File: config.mk
export PLATFORM = sky130hd
export DESIGN_NAME = dhcp_reply_frame_parser_unit_flat
export DESIGN_NICKNAME = d
export VERILOG_FILES = /design/src/hdl/drfp_pkg.sv /design/src/hdl/drfp_in_if.sv /design/src/hdl/drfp_out_if.sv /design/src/hdl/dhcp_reply_frame_parser_unit.sv /design/src/flat_wrapper.sv
export SDC_FILE = /design/constraint.sdc
export NUM_CORES = 1
export LEC_CHECK = 0
export ABC_CLOCK_PERIOD_IN_PS = 16000
export BUFFER_PORTS_ARGS = -buffer_cell sky130_fd_sc_hd__buf_4
export CAP_MARGIN = 5
export CELL_PAD_IN_SITES_DETAIL_PLACEMENT = 2
export CELL_PAD_IN_SITES_GLOBAL_PLACEMENT = 2
export CORE_ASPECT_RATIO = 0.9
export CORE_MARGIN = 5
export CORE_UTILIZATION = 40
export CTS_BUF_LIST = sky130_fd_sc_hd__clkbuf_2 sky130_fd_sc_hd__clkbuf_4 sky130_fd_sc_hd__clkbuf_8
export CTS_CLUSTER_SIZE = 20
export DETAILED_ROUTE_END_ITERATION = 6
export GPL_TIMING_DRIVEN = 0
export PLACE_DENSITY = 0.9
export SLEW_MARGIN = 5
export SYNTH_ARGS = -nofsm -noshare
export SYNTH_HDL_FRONTEND = slang
export SYNTH_SLANG_ARGS = --single-unit
File: constraint.sdc
create_clock -name i_clk -period 16 [get_ports i_clk]
set_input_delay 0.8 -clock i_clk [delete_from_list [all_inputs] [get_ports i_clk]]
set_output_delay 0.8 -clock i_clk [all_outputs]
set_load 0.1 [all_outputs]
File: src/hdl/drfp_pkg.sv
// ----------------------------------------------------------------------------
// DHCP reply frame parser package
// Status codes, register indexes and the fixed frame offsets that the
// parser checks.
// ----------------------------------------------------------------------------
package drfp_pkg;

    typedef enum logic [2:0] {
        ST_OK       = 3'd0,
        ST_NOT_IPV4 = 3'd1,
        ST_NOT_UDP  = 3'd2,
        ST_PORTS    = 3'd3,
        ST_OP_XID   = 3'd4,
        ST_SHORT    = 3'd5,
        ST_NO_TYPE  = 3'd6,
        ST_NO_MASK  = 3'd7
    } t_status;

    typedef enum logic {
        CFG_EXPECTED_XID = 1'b0,
        CFG_EXPECT_ACK   = 1'b1
    } t_cfg_index;

    localparam int CFG_DATA_W = 32;

    // Byte offsets, taken at the last byte of each field.
    localparam int OFS_ETHERTYPE = 13;
    localparam int OFS_PROTOCOL  = 23;
    localparam int OFS_SRC_PORT  = 35;
    localparam int OFS_DST_PORT  = 37;
    localparam int OFS_OP        = 42;
    localparam int OFS_XID       = 49;
    localparam int OFS_YIADDR    = 61;
    localparam int OFS_SIADDR    = 65;
    localparam int OPT_START     = 282;
    localparam int MIN_FRAME     = 283;

    localparam logic [15:0] ETHERTYPE_IPV4 = 16'h0800;
    localparam logic [7:0]  PROTO_UDP      = 8'd17;
    localparam logic [15:0] PORT_SERVER    = 16'd67;
    localparam logic [15:0] PORT_CLIENT    = 16'd68;
    localparam logic [7:0]  OP_REPLY       = 8'd2;
    localparam logic [7:0]  OPT_PAD        = 8'h00;
    localparam logic [7:0]  OPT_END        = 8'hff;
    localparam logic [7:0]  OPT_MASK       = 8'h01;
    localparam logic [7:0]  OPT_MSG_TYPE   = 8'd53;
    localparam logic [7:0]  MSG_OFFER      = 8'd2;
    localparam logic [7:0]  MSG_ACK        = 8'd5;
    localparam logic [7:0]  LEN_MSG_TYPE   = 8'd1;
    localparam logic [7:0]  LEN_MASK       = 8'd4;

endpackage

File: src/hdl/drfp_in_if.sv
// ----------------------------------------------------------------------------
// Frame byte channel
// Valid/ready channel that carries one frame byte and its last-byte mark.
// ----------------------------------------------------------------------------
interface drfp_in_if;
    logic       valid;
    logic       ready;
    logic [7:0] frame_byte;
    logic       frame_last;

    modport source (output valid, output frame_byte, output frame_last, input ready);
    modport sink   (input valid, input frame_byte, input frame_last, output ready);
endinterface

File: src/hdl/drfp_out_if.sv
// ----------------------------------------------------------------------------
// Parse result channel
// Valid/ready channel that carries the status and captured addresses of a frame.
// ----------------------------------------------------------------------------
interface drfp_out_if;
    logic        valid;
    logic        ready;
    logic [2:0]  status;
    logic [31:0] offered_address;
    logic [31:0] server_address;
    logic [31:0] subnet_mask;

    modport source (output valid, output status, output offered_address,
                    output server_address, output subnet_mask, input ready);
    modport sink   (input valid, input status, input offered_address,
                    input server_address, input subnet_mask, output ready);
endinterface

File: src/hdl/dhcp_reply_frame_parser_unit.sv
// The result word of a frame is registered into the output buffer when its last byte is accepted.
// One byte per cycle while the input is ready; the per-byte checks and the option walk are one register stage.
// A two-word output buffer lets bytes flow while one result waits; input stalls only when
// both buffer words are occupied.
// Reset (synchronous, active low) clears the frame state, the output buffer valid flags and both
// configuration registers.
// ----------------------------------------------------------------------------
// DHCP reply frame parser
// Checks an Ethernet frame byte by byte as a DHCP offer or ack, captures the
// offered and server addresses and the subnet mask, and reports a status word.
// ----------------------------------------------------------------------------
module dhcp_reply_frame_parser_unit #(
    parameter int MAX_FRAME_BYTES = 2048
) (
    input  logic                           i_clk,
    input  logic                           i_rst_n,
    input  logic                           i_cfg_we,
    input  drfp_pkg::t_cfg_index           i_cfg_index,
    input  logic [drfp_pkg::CFG_DATA_W-1:0] i_cfg_data,
    drfp_in_if.sink                        i_frame,
    drfp_out_if.source                     o_result
);
    import drfp_pkg::*;

    localparam int POS_W = $clog2(MAX_FRAME_BYTES + 1);
    localparam int NOS_W = $clog2(MAX_FRAME_BYTES + 260);

    typedef struct packed {
        t_status     status;
        logic [31:0] yiaddr;
        logic [31:0] siaddr;
        logic [31:0] mask;
    } t_result;

    // Configuration
    logic [31:0] r_expected_xid;
    logic        r_expect_ack;

    // Frame state
    logic [POS_W-1:0] r_pos,       n_pos;
    t_status          r_fail,      n_fail;
    logic [31:0]      r_ws,        n_ws;
    logic [31:0]      r_yiaddr,    n_yiaddr;
    logic [31:0]      r_siaddr,    n_siaddr;
    logic [31:0]      r_mask,      n_mask;
    logic [NOS_W-1:0] r_nos,       n_nos;
    logic [7:0]       r_code,      n_code;
    logic [7:0]       r_len,       n_len;
    logic             r_ended,     n_ended;
    logic             r_matched,   n_matched;

    // Output buffer
    t_result r_out,  r_skid;
    logic    r_out_valid, r_skid_valid;

    logic             accept;
    logic             push;
    logic             pop;
    logic [7:0]       b;
    logic [NOS_W-1:0] pe;
    t_result          res;
    t_status          fin_status;

    assign b      = i_frame.frame_byte;
    assign accept = i_frame.valid && i_frame.ready;
    assign push   = accept && i_frame.frame_last;
    assign pop    = r_out_valid && o_result.ready;
    assign pe     = NOS_W'(r_pos);

    assign i_frame.ready = !r_skid_valid;

    always_comb begin
        n_pos     = r_pos;
        n_fail    = r_fail;
        n_ws      = r_ws;
        n_yiaddr  = r_yiaddr;
        n_siaddr  = r_siaddr;
        n_mask    = r_mask;
        n_nos     = r_nos;
        n_code    = r_code;
        n_len     = r_len;
        n_ended   = r_ended;
        n_matched = r_matched;

        if (r_pos < POS_W'(MAX_FRAME_BYTES)) begin
            n_pos = r_pos + POS_W'(1);
            n_ws  = {r_ws[23:0], b};

            // Header checks; only the first failure is kept.
            if (r_fail == ST_OK) begin
                if (r_pos == POS_W'(OFS_ETHERTYPE) && n_ws[15:0] != ETHERTYPE_IPV4) begin
                    n_fail = ST_NOT_IPV4;
                end else if (r_pos == POS_W'(OFS_PROTOCOL) && b != PROTO_UDP) begin
                    n_fail = ST_NOT_UDP;
                end else if (r_pos == POS_W'(OFS_SRC_PORT) && n_ws[15:0] != PORT_SERVER) begin
                    n_fail = ST_PORTS;
                end else if (r_pos == POS_W'(OFS_DST_PORT) && n_ws[15:0] != PORT_CLIENT) begin
                    n_fail = ST_PORTS;
                end else if (r_pos == POS_W'(OFS_OP) && b != OP_REPLY) begin
                    n_fail = ST_OP_XID;
                end else if (r_pos == POS_W'(OFS_XID) && n_ws != r_expected_xid) begin
                    n_fail = ST_OP_XID;
                end
            end
            if (r_pos == POS_W'(OFS_YIADDR)) begin
                n_yiaddr = n_ws;
            end
            if (r_pos == POS_W'(OFS_SIADDR)) begin
                n_siaddr = n_ws;
            end

            // Option walk: code byte, length byte, then data up to the next start.
            if (!r_ended && pe >= NOS_W'(OPT_START)) begin
                if (pe == r_nos) begin
                    if (b == OPT_END) begin
                        n_ended = 1'b1;
                    end else if (b == OPT_PAD) begin
                        n_nos = pe + NOS_W'(1);
                    end else begin
                        n_code = b;
                    end
                end else if (pe == r_nos + NOS_W'(1)) begin
                    n_len = b;
                    n_nos = pe + NOS_W'(b) + NOS_W'(1);
                end else if (pe < r_nos) begin
                    // The data byte index equals the option length at its final byte.
                    if (pe + NOS_W'(r_len) == r_nos && r_code == OPT_MSG_TYPE
                            && r_len == LEN_MSG_TYPE
                            && b == (r_expect_ack ? MSG_ACK : MSG_OFFER)) begin
                        n_matched = 1'b1;
                    end
                    if (pe + NOS_W'(r_len) == r_nos + NOS_W'(3) && r_code == OPT_MASK
                            && r_len == LEN_MASK) begin
                        n_mask = n_ws;
                    end
                end
            end
        end

        if (n_fail != ST_OK) begin
            fin_status = n_fail;
        end else if (n_pos < POS_W'(MIN_FRAME)) begin
            fin_status = ST_SHORT;
        end else if (!n_matched) begin
            fin_status = ST_NO_TYPE;
        end else if (r_expect_ack && n_mask == 32'd0) begin
            fin_status = ST_NO_MASK;
        end else begin
            fin_status = ST_OK;
        end

        res.status = fin_status;
        res.yiaddr = (fin_status == ST_OK) ? n_yiaddr : 32'd0;
        res.siaddr = (fin_status == ST_OK) ? n_siaddr : 32'd0;
        res.mask   = (fin_status == ST_OK) ? n_mask   : 32'd0;
    end

    always_ff @(posedge i_clk) begin
        if (!i_rst_n) begin
            r_expected_xid <= '0;
            r_expect_ack   <= 1'b0;
        end else if (i_cfg_we) begin
            case (i_cfg_index)
                CFG_EXPECTED_XID: r_expected_xid <= i_cfg_data;
                CFG_EXPECT_ACK:   r_expect_ack   <= i_cfg_data[0];
                default:          r_expect_ack   <= r_expect_ack;
            endcase
        end
    end

    always_ff @(posedge i_clk) begin
        if (!i_rst_n || push) begin
            r_pos     <= '0;
            r_fail    <= ST_OK;
            r_ws      <= '0;
            r_yiaddr  <= '0;
            r_siaddr  <= '0;
            r_mask    <= '0;
            r_nos     <= NOS_W'(OPT_START);
            r_code    <= '0;
            r_len     <= '0;
            r_ended   <= 1'b0;
            r_matched <= 1'b0;
        end else if (accept) begin
            r_pos     <= n_pos;
            r_fail    <= n_fail;
            r_ws      <= n_ws;
            r_yiaddr  <= n_yiaddr;
            r_siaddr  <= n_siaddr;
            r_mask    <= n_mask;
            r_nos     <= n_nos;
            r_code    <= n_code;
            r_len     <= n_len;
            r_ended   <= n_ended;
            r_matched <= n_matched;
        end
    end

    // Two-word output buffer: the skid word only fills while the front word waits.
    always_ff @(posedge i_clk) begin
        if (!i_rst_n) begin
            r_out_valid  <= 1'b0;
            r_skid_valid <= 1'b0;
        end else if (pop) begin
            if (r_skid_valid) begin
                r_out        <= r_skid;
                r_out_valid  <= 1'b1;
                r_skid_valid <= push;
                if (push) begin
                    r_skid <= res;
                end
            end else begin
                r_out_valid <= push;
                if (push) begin
                    r_out <= res;
                end
            end
        end else if (push) begin
            if (r_out_valid) begin
                r_skid       <= res;
                r_skid_valid <= 1'b1;
            end else begin
                r_out       <= res;
                r_out_valid <= 1'b1;
            end
        end
    end

    assign o_result.valid           = r_out_valid;
    assign o_result.status          = r_out.status;
    assign o_result.offered_address = r_out.yiaddr;
    assign o_result.server_address  = r_out.siaddr;
    assign o_result.subnet_mask     = r_out.mask;

endmodule
File: src/flat_wrapper.sv
// flat-port wrapper written by rule: the top's interface ports become plain ports
module dhcp_reply_frame_parser_unit_flat import drfp_pkg::*;
#(
    parameter int MAX_FRAME_BYTES = 2048
)
  (i_clk, i_rst_n, i_cfg_we, i_cfg_index, i_cfg_data, i_frame_valid, i_frame_frame_byte, i_frame_frame_last, i_frame_ready, o_result_valid, o_result_status, o_result_offered_address, o_result_server_address, o_result_subnet_mask, o_result_ready);
  drfp_in_if i_frame_i ();
  drfp_out_if o_result_i ();
  input  logic i_clk;
  input  logic i_rst_n;
  input  logic i_cfg_we;
  input  drfp_pkg::t_cfg_index i_cfg_index;
  input  logic [drfp_pkg::CFG_DATA_W-1:0] i_cfg_data;
  input wire logic [$bits(i_frame_i.valid)-1:0] i_frame_valid;
  input wire logic [$bits(i_frame_i.frame_byte)-1:0] i_frame_frame_byte;
  input wire logic [$bits(i_frame_i.frame_last)-1:0] i_frame_frame_last;
  output wire logic [$bits(i_frame_i.ready)-1:0] i_frame_ready;
  output wire logic [$bits(o_result_i.valid)-1:0] o_result_valid;
  output wire logic [$bits(o_result_i.status)-1:0] o_result_status;
  output wire logic [$bits(o_result_i.offered_address)-1:0] o_result_offered_address;
  output wire logic [$bits(o_result_i.server_address)-1:0] o_result_server_address;
  output wire logic [$bits(o_result_i.subnet_mask)-1:0] o_result_subnet_mask;
  input wire logic [$bits(o_result_i.ready)-1:0] o_result_ready;
  assign i_frame_i.valid = i_frame_valid;
  assign i_frame_i.frame_byte = i_frame_frame_byte;
  assign i_frame_i.frame_last = i_frame_frame_last;
  assign i_frame_ready = i_frame_i.ready;
  assign o_result_valid = o_result_i.valid;
  assign o_result_status = o_result_i.status;
  assign o_result_offered_address = o_result_i.offered_address;
  assign o_result_server_address = o_result_i.server_address;
  assign o_result_subnet_mask = o_result_i.subnet_mask;
  assign o_result_i.ready = o_result_ready;
  dhcp_reply_frame_parser_unit #(.MAX_FRAME_BYTES(MAX_FRAME_BYTES)) u_core (.i_clk(i_clk), .i_rst_n(i_rst_n), .i_cfg_we(i_cfg_we), .i_cfg_index(i_cfg_index), .i_cfg_data(i_cfg_data), .i_frame(i_frame_i), .o_result(o_result_i));
endmodule
# Word-level counts from Yosys, hierarchy flattened
# Cells that the tools add are included.
[totals]
reg_bits = 398
inputBits = 47
[classes]
add_sub_neg = 6
order_cmp = 4
n_eq_ne = 29
muxes = 53
n_bitwise = 4
reduce_logical = 39
[op_table]
columns = ["op", "count"]
rows = [
  ["$mux 99", 9],
  ["$mux 32", 13],
  ["$eq 12x6->1 const B", 5],
  ["$mux 12", 5],
  ["$eq 12x12->1", 4],
  ["$mux 3", 13],
  ["$add 12x1->12 const B", 3],
  ["$logic_not 32->1", 1],
  ["$ne 16x7->1 const B", 2],
  ["$ne 32x32->1", 1],
  ["$add 12x8->12", 2],
  ["$eq 8x1->1 const B", 2],
  ["$logic_and 1x1->1", 16],
  ["$ne 16x12->1 const B", 1],
  ["$reduce_and 5->1", 3],
  ["$mux 1", 13],
  ["$add 12x2->12 const B", 1],
  ["$eq 12x4->1 const B", 1],
  ["$eq 12x5->1 const B", 1],
  ["$eq 12x7->1 const B", 1],
  ["$ge 12x9->1 const B", 1],
  ["$lt 12x12->1", 1],
  ["$lt 12x12->1 const B", 1],
  ["$lt 12x9->1 const B", 1],
  ["18 further kinds", 34],
]

# Depth between registers and ports, before layout
[logic_depth]
word_depth = 21
mapped_depth = 15
ltp_nobuf = 13

# Least setup slack after synthesis
# No wires, ideal clock.
[synth_path]
kind = "input to register"
from = "in i_frame_valid"
to = "reg u_core.r_skid[0] in the netlist's numbering (enable)"
arrival_ns = 11.505
t_required_ns = 15.161
setup_slack_ns = 3.655
cell_stages = 4
path_buffers = 1
path_cell_list = "nor2b_1 -> clkbuf_1 -> nand2_1 -> nor4b_1"
[synth_between]
elab_chain_len = 4
[synth_lines]
columns = ["element", "line", "rtl"]
rows = [
  ["start, declared", "flat_wrapper.sv:14", "input wire logic [$bits(i_frame_i.valid)-1:0] i_frame_valid;"],
  ["$logic_and 1x1->1 (*)", "dhcp_reply_frame_parser_unit.sv:65", "assign accept = i_frame.valid && i_frame.ready;"],
  ["$logic_and 1x1->1 (*)", "dhcp_reply_frame_parser_unit.sv:66", "assign push = accept && i_frame.frame_last;"],
  ["$ne 2x2->1 (no source line) / $reduce_bool 2->1 (equally long branches)", "-", ""],
  ["$reduce_and 5->1 (no source line) (*)", "-", ""],
  ["end signal, assigned", "dhcp_reply_frame_parser_unit.sv:210", "r_skid <= res;"],
  ["end signal, assigned", "dhcp_reply_frame_parser_unit.sv:220", "r_skid <= res;"],
  ["end, declared", "dhcp_reply_frame_parser_unit.sv:53", "t_result r_out, r_skid;"],
]
# Mark *: on every way between the ends. The rest lies on a longest branch, timed or not.
# A chain may end at the register's enable or synchronous reset.

==> results <==
- The placer's final routability congestion estimate is 0.902.
- The final count of pins violating max slew is 0.
- The design draws 2.40 mW.
- The critical path goes through inv_1 -> fa_1 -> nand2b_1 -> a211oi_2 -> or4_1 -> nand4_1 -> o31ai_1 -> o211ai_1 -> o221ai_1 -> or3_1 -> clkbuf_1 -> clkbuf_1 -> buf_2 -> nor2_1.
- The tree built by TritonCTS fans out to 398 sinks.
- The global-route wire length before repair is 145 mm.
- The floorplan step defined a die boundary enclosing 54400 sq um.
- TritonCTS built the clock tree.
- The worst setup path is captured at a flip-flop.
- The net switching power is 675 uW.
- The part of the total power dissipated in combinational logic is 0.082.
- The post-synthesis net count is 2112.
- The kind of path behind the tightest hold check is input port to flip-flop.
- The number of enable flip-flop cells after synthesis is 198.
- A synthesized cell averages 9.82 sq um.
- Counting flops with an async set or reset pin after synthesis yields a share of 0.
- The total iterations of the first detailed-routing run is 5.
- The via count is 19.1k.
- The clock arrives with 0.0541 ns of skew.
- The clock transition at the registers of the reported paths is 0.07 ns.
- By area the synthesized netlist is led by edfxtp_1, dfxtp_1, nand2_1, mux2i_1, o31ai_2.
- During I/O placement, the number of pins put on the boundary was 148.
- The root buffer cell chosen for the clock tree is clkbuf_8.
- Using the TritonRoute via totals, the vias-per-cell ratio works out to 6.37.
- The count of final hold-check violations was 0.
- The worst path required time is 16.40 ns.
- In this run, distinct cell masters in the synthesized netlist total 77.
- Across every metal layer, demand over resource in global routing totals 0.355.
- The flow ran to the end, and the final reports show no timing, DRC or antenna violations.
- The most repeated library cell on the critical path is clkbuf_1.
- The maximum single-stage delay on the critical path is 0.84 ns.
- The relative contribution of the clock network to total power is 0.463.
- The cell class contributing the biggest share of worst-path delay is compound AO/OA/AOI/OAI gates.
- The source-to-sink clock delay at the later pin of the worst-skew pair is 0.70 ns.
- The area share of the largest cell type after synthesis is 0.298.
- In this run the deepest clock path goes through 3 buffers.
- The number of antenna violations at the first check in global routing came to 2.
- For this run, the leading register cell type out of synthesis is dfxtp_1.
- The critical path is of the flip-flop to flip-flop type.
- The synthesized design contains 398 register bits.
- Ranked by instance count, the synthesized netlist is headed by nand2_1, nor2_1, dfxtp_1, edfxtp_1, mux2i_1.
- Counting tap cells, the placed design contains a total of 2864 instances.
- Yosys printed 0 warnings.
- The largest total area in the synthesized netlist belongs to edfxtp_1.
- STA puts the critical path data arrival time at 6.87 ns.
- Of the total power, registers draw 0.455.
- The H-tree depth is 3.
- Counting every instance in the synthesized netlist gives 2029.
- The total buffers and inverters traversed by the critical path is 4.
- The post-route core utilization is 0.481.
- The netlist area before placement is 19900 sq um.
- The tightest slew margin relative to the limit is 0.128.
- The total leakage power is 8.31 nW.
- Of all nets on the critical path, the largest fanout is 13.
- The floorplan step set the die height to 222 microns.
- The internal power of the cells totals 1.72 mW.
- After the flow finishes, the layout carries non-filler instances totaling 2995.
- The worst setup path is launched from a flip-flop.
- Setup violations remaining at the end of the flow were counted as 0.
- The floorplan has 77 rows.
- The layout cell share with drive strength beyond 1 is 0.189.
- The worst-margin pin slew is 1.31 ns.
- The total of hold buffers inserted after clock tree synthesis is 0.
- The number of global-route vias before repair is 21.2k.
- Across the run, the number of max-cap violations was 0.
- In this run the remaining antenna-violating nets after routing total 0.
- Gates resized during post-CTS repair numbered 0.
- Buffers placed on the I/O ports in this run total 146.
- The x dimension of the die is 245 microns.
- The area growth from synthesis to layout is 18.8%.
- In the final routed layout, each cell accounts on average for 33.3 microns.
- For this run, design rule violations remaining after detail routing come to 0.
- The final critical delay including setup and external delays is 6.47 ns.
- The HPWL reported at the end of detailed placement is 60.4 mm.
- The final clock period utilization by the worst path is 0.404.
- For this run the aggregate overflow at the end of global routing stands at 0.
- The power density over the cells is 101 nW/um^2.
- Setup repair after global routing left no endpoint under its margin.
- The number of design-rule violations left by the first detailed-router iteration is 2140.
- The sum of routed wire length over all layers is 99.8 mm.
- The worst-case IR drop observed on VDD is 0.0531 mV.
- The number of setup buffers added after CTS is 0.
- The post-synthesis sequential area ratio is 0.499.
- The switching part of the total power is 0.282.
- Among all cell types in the netlist, the one instantiated most often is nand2_1.
- The CTS buffer count is 71.
- Entering global routing, the biggest net connects 32 pins.
- The maximum frequency from static timing analysis is 0.155 GHz.
- The area of the core is 49200 sq um.
- Among all stages on the critical path, the largest delay is contributed by dfxtp_1.
- The initial core utilization is 0.405.
- The number of nets in the finished design is 2349.
final cells by class:
| class | instances | area [sq um] |
|---|---|---|
| Fill cell | 5094 | 25600 |
| Sequential cell | 398 | 9950 |
| Multi-Input combinational cell | 1428 | 9140 |
| Clock buffer | 111 | 1380 |
| Timing Repair Buffer | 164 | 1320 |
| Tap cell | 671 | 840 |
| Buffer | 169 | 746 |
| Clock inverter | 19 | 173 |
| Inverter | 34 | 128 |
| Antenna cell | 1 | 2.50 |
final timing paths:
kind | slack (ns) | to | start | depth (start not counted)
worst max-delay path | 9.53 | u_core.r_skid[61] | u_core.pe[1] | 14
worst min register to register | 0.48 | u_core.r_yiaddr[25] | u_core.r_yiaddr[25] | 2
worst min-delay path | 0.39 | u_core.r_expected_xid[25] | i_cfg_data[25] | 3
worst max register to register | 9.53 | u_core.r_skid[61] | u_core.pe[1] | 14
registers in the layout, summed over array words and instances, names as in the netlist, 3 cells and up:
register                         count
u_core.r_skid                       99
u_core.o_result.offered_address     32
u_core.o_result.server_address      32
u_core.o_result.subnet_mask         32
u_core.r_expected_xid               32
u_core.r_mask                       32
u_core.r_siaddr                     32
u_core.r_yiaddr                     32
u_core.r_ws                         24
u_core.pe                           12
u_core.r_nos                        12
u_core.r_code                        8
u_core.r_len                         8
u_core.o_result.status               3
u_core.r_fail                        3
stage by stage:
stage	hold slack (ns)	setup TNS, ns	setup WS, ns	cell area [sq um]
after global placement	0.433	-260.57	-2.64	21900
final	0.393	0	9.53	23700
after global routing	0.399	0	9.68	23700
after floorplan	0.425	0	3.66	19900
after CTS	0.373	0	9.92	23700
after detailed placement	0.453	0	10.16	22100
worst register-to-register path, delay by kind of cell (launching register included):
kind                     cells  cell delay, ns
AO/OA/AOI/OAI                4            1.99
buffers and inverters        4            1.82
AND/OR/NAND/NOR              5            0.97
flip-flops                   1            0.84
adder cells (fa/ha/maj)      1            0.56
power by group through the flow:
stage	clock, mW	combinational [mW]	sequential (mW)
6_report	1.11	0.196	1.09
5_1_grt	1.15	0.199	1.09
4_1_cts	1.10	0.190	1.09
3_5_place_dp	0	0.181	1.11
3_3_place_gp	0	0.169	1.11
2_1_floorplan	0	0.0612	1.16
layout by cell type (no fill, tap or decap), drive strengths merged, types with 22 or more instances in the layout:
| cell type | instances |
|---|---|
| mux2i | 145 |
| o31ai | 100 |
| clkbuf | 238 |
| buf | 206 |
| a21oi | 125 |
| a21boi | 37 |
| inv | 35 |
| nand4 | 26 |
| xnor2 | 32 |
| xor2 | 54 |
| nor2 | 213 |
| nand3 | 22 |
| dfxtp | 200 |
| nand2 | 394 |
| nor4 | 26 |
| edfxtp | 198 |
| o21ai | 25 |
| ha | 34 |
| nor3 | 25 |
layer usage:
metal	global-route usage	vias up	part of all wire
met1	0.414	9608	0.37
li1	-	7638	-
met4	0.216	4	0.073
met3	0.0909	506	0.088
met2	0.586	1333	0.47
met5	0	-	0.00027
cell families (layout without fill, tap and decap cells):
| kind of cell | Yosys count | in the layout | synth area share |
|---|---|---|---|
| buf+inv | 203 | 497 | 0.0438 |
| fa+ha+maj | 36 | 36 | 0.0234 |
| compound gates | 377 | 377 | 0.150 |
| mux | 147 | 147 | 0.0740 |
| xor+xnor | 86 | 86 | 0.0378 |
| other cells | 0 | 1 | 0 |
| simple gates | 782 | 782 | 0.172 |
| flops | 398 | 398 | 0.499 |
Power figures use the tool's default switching activity.
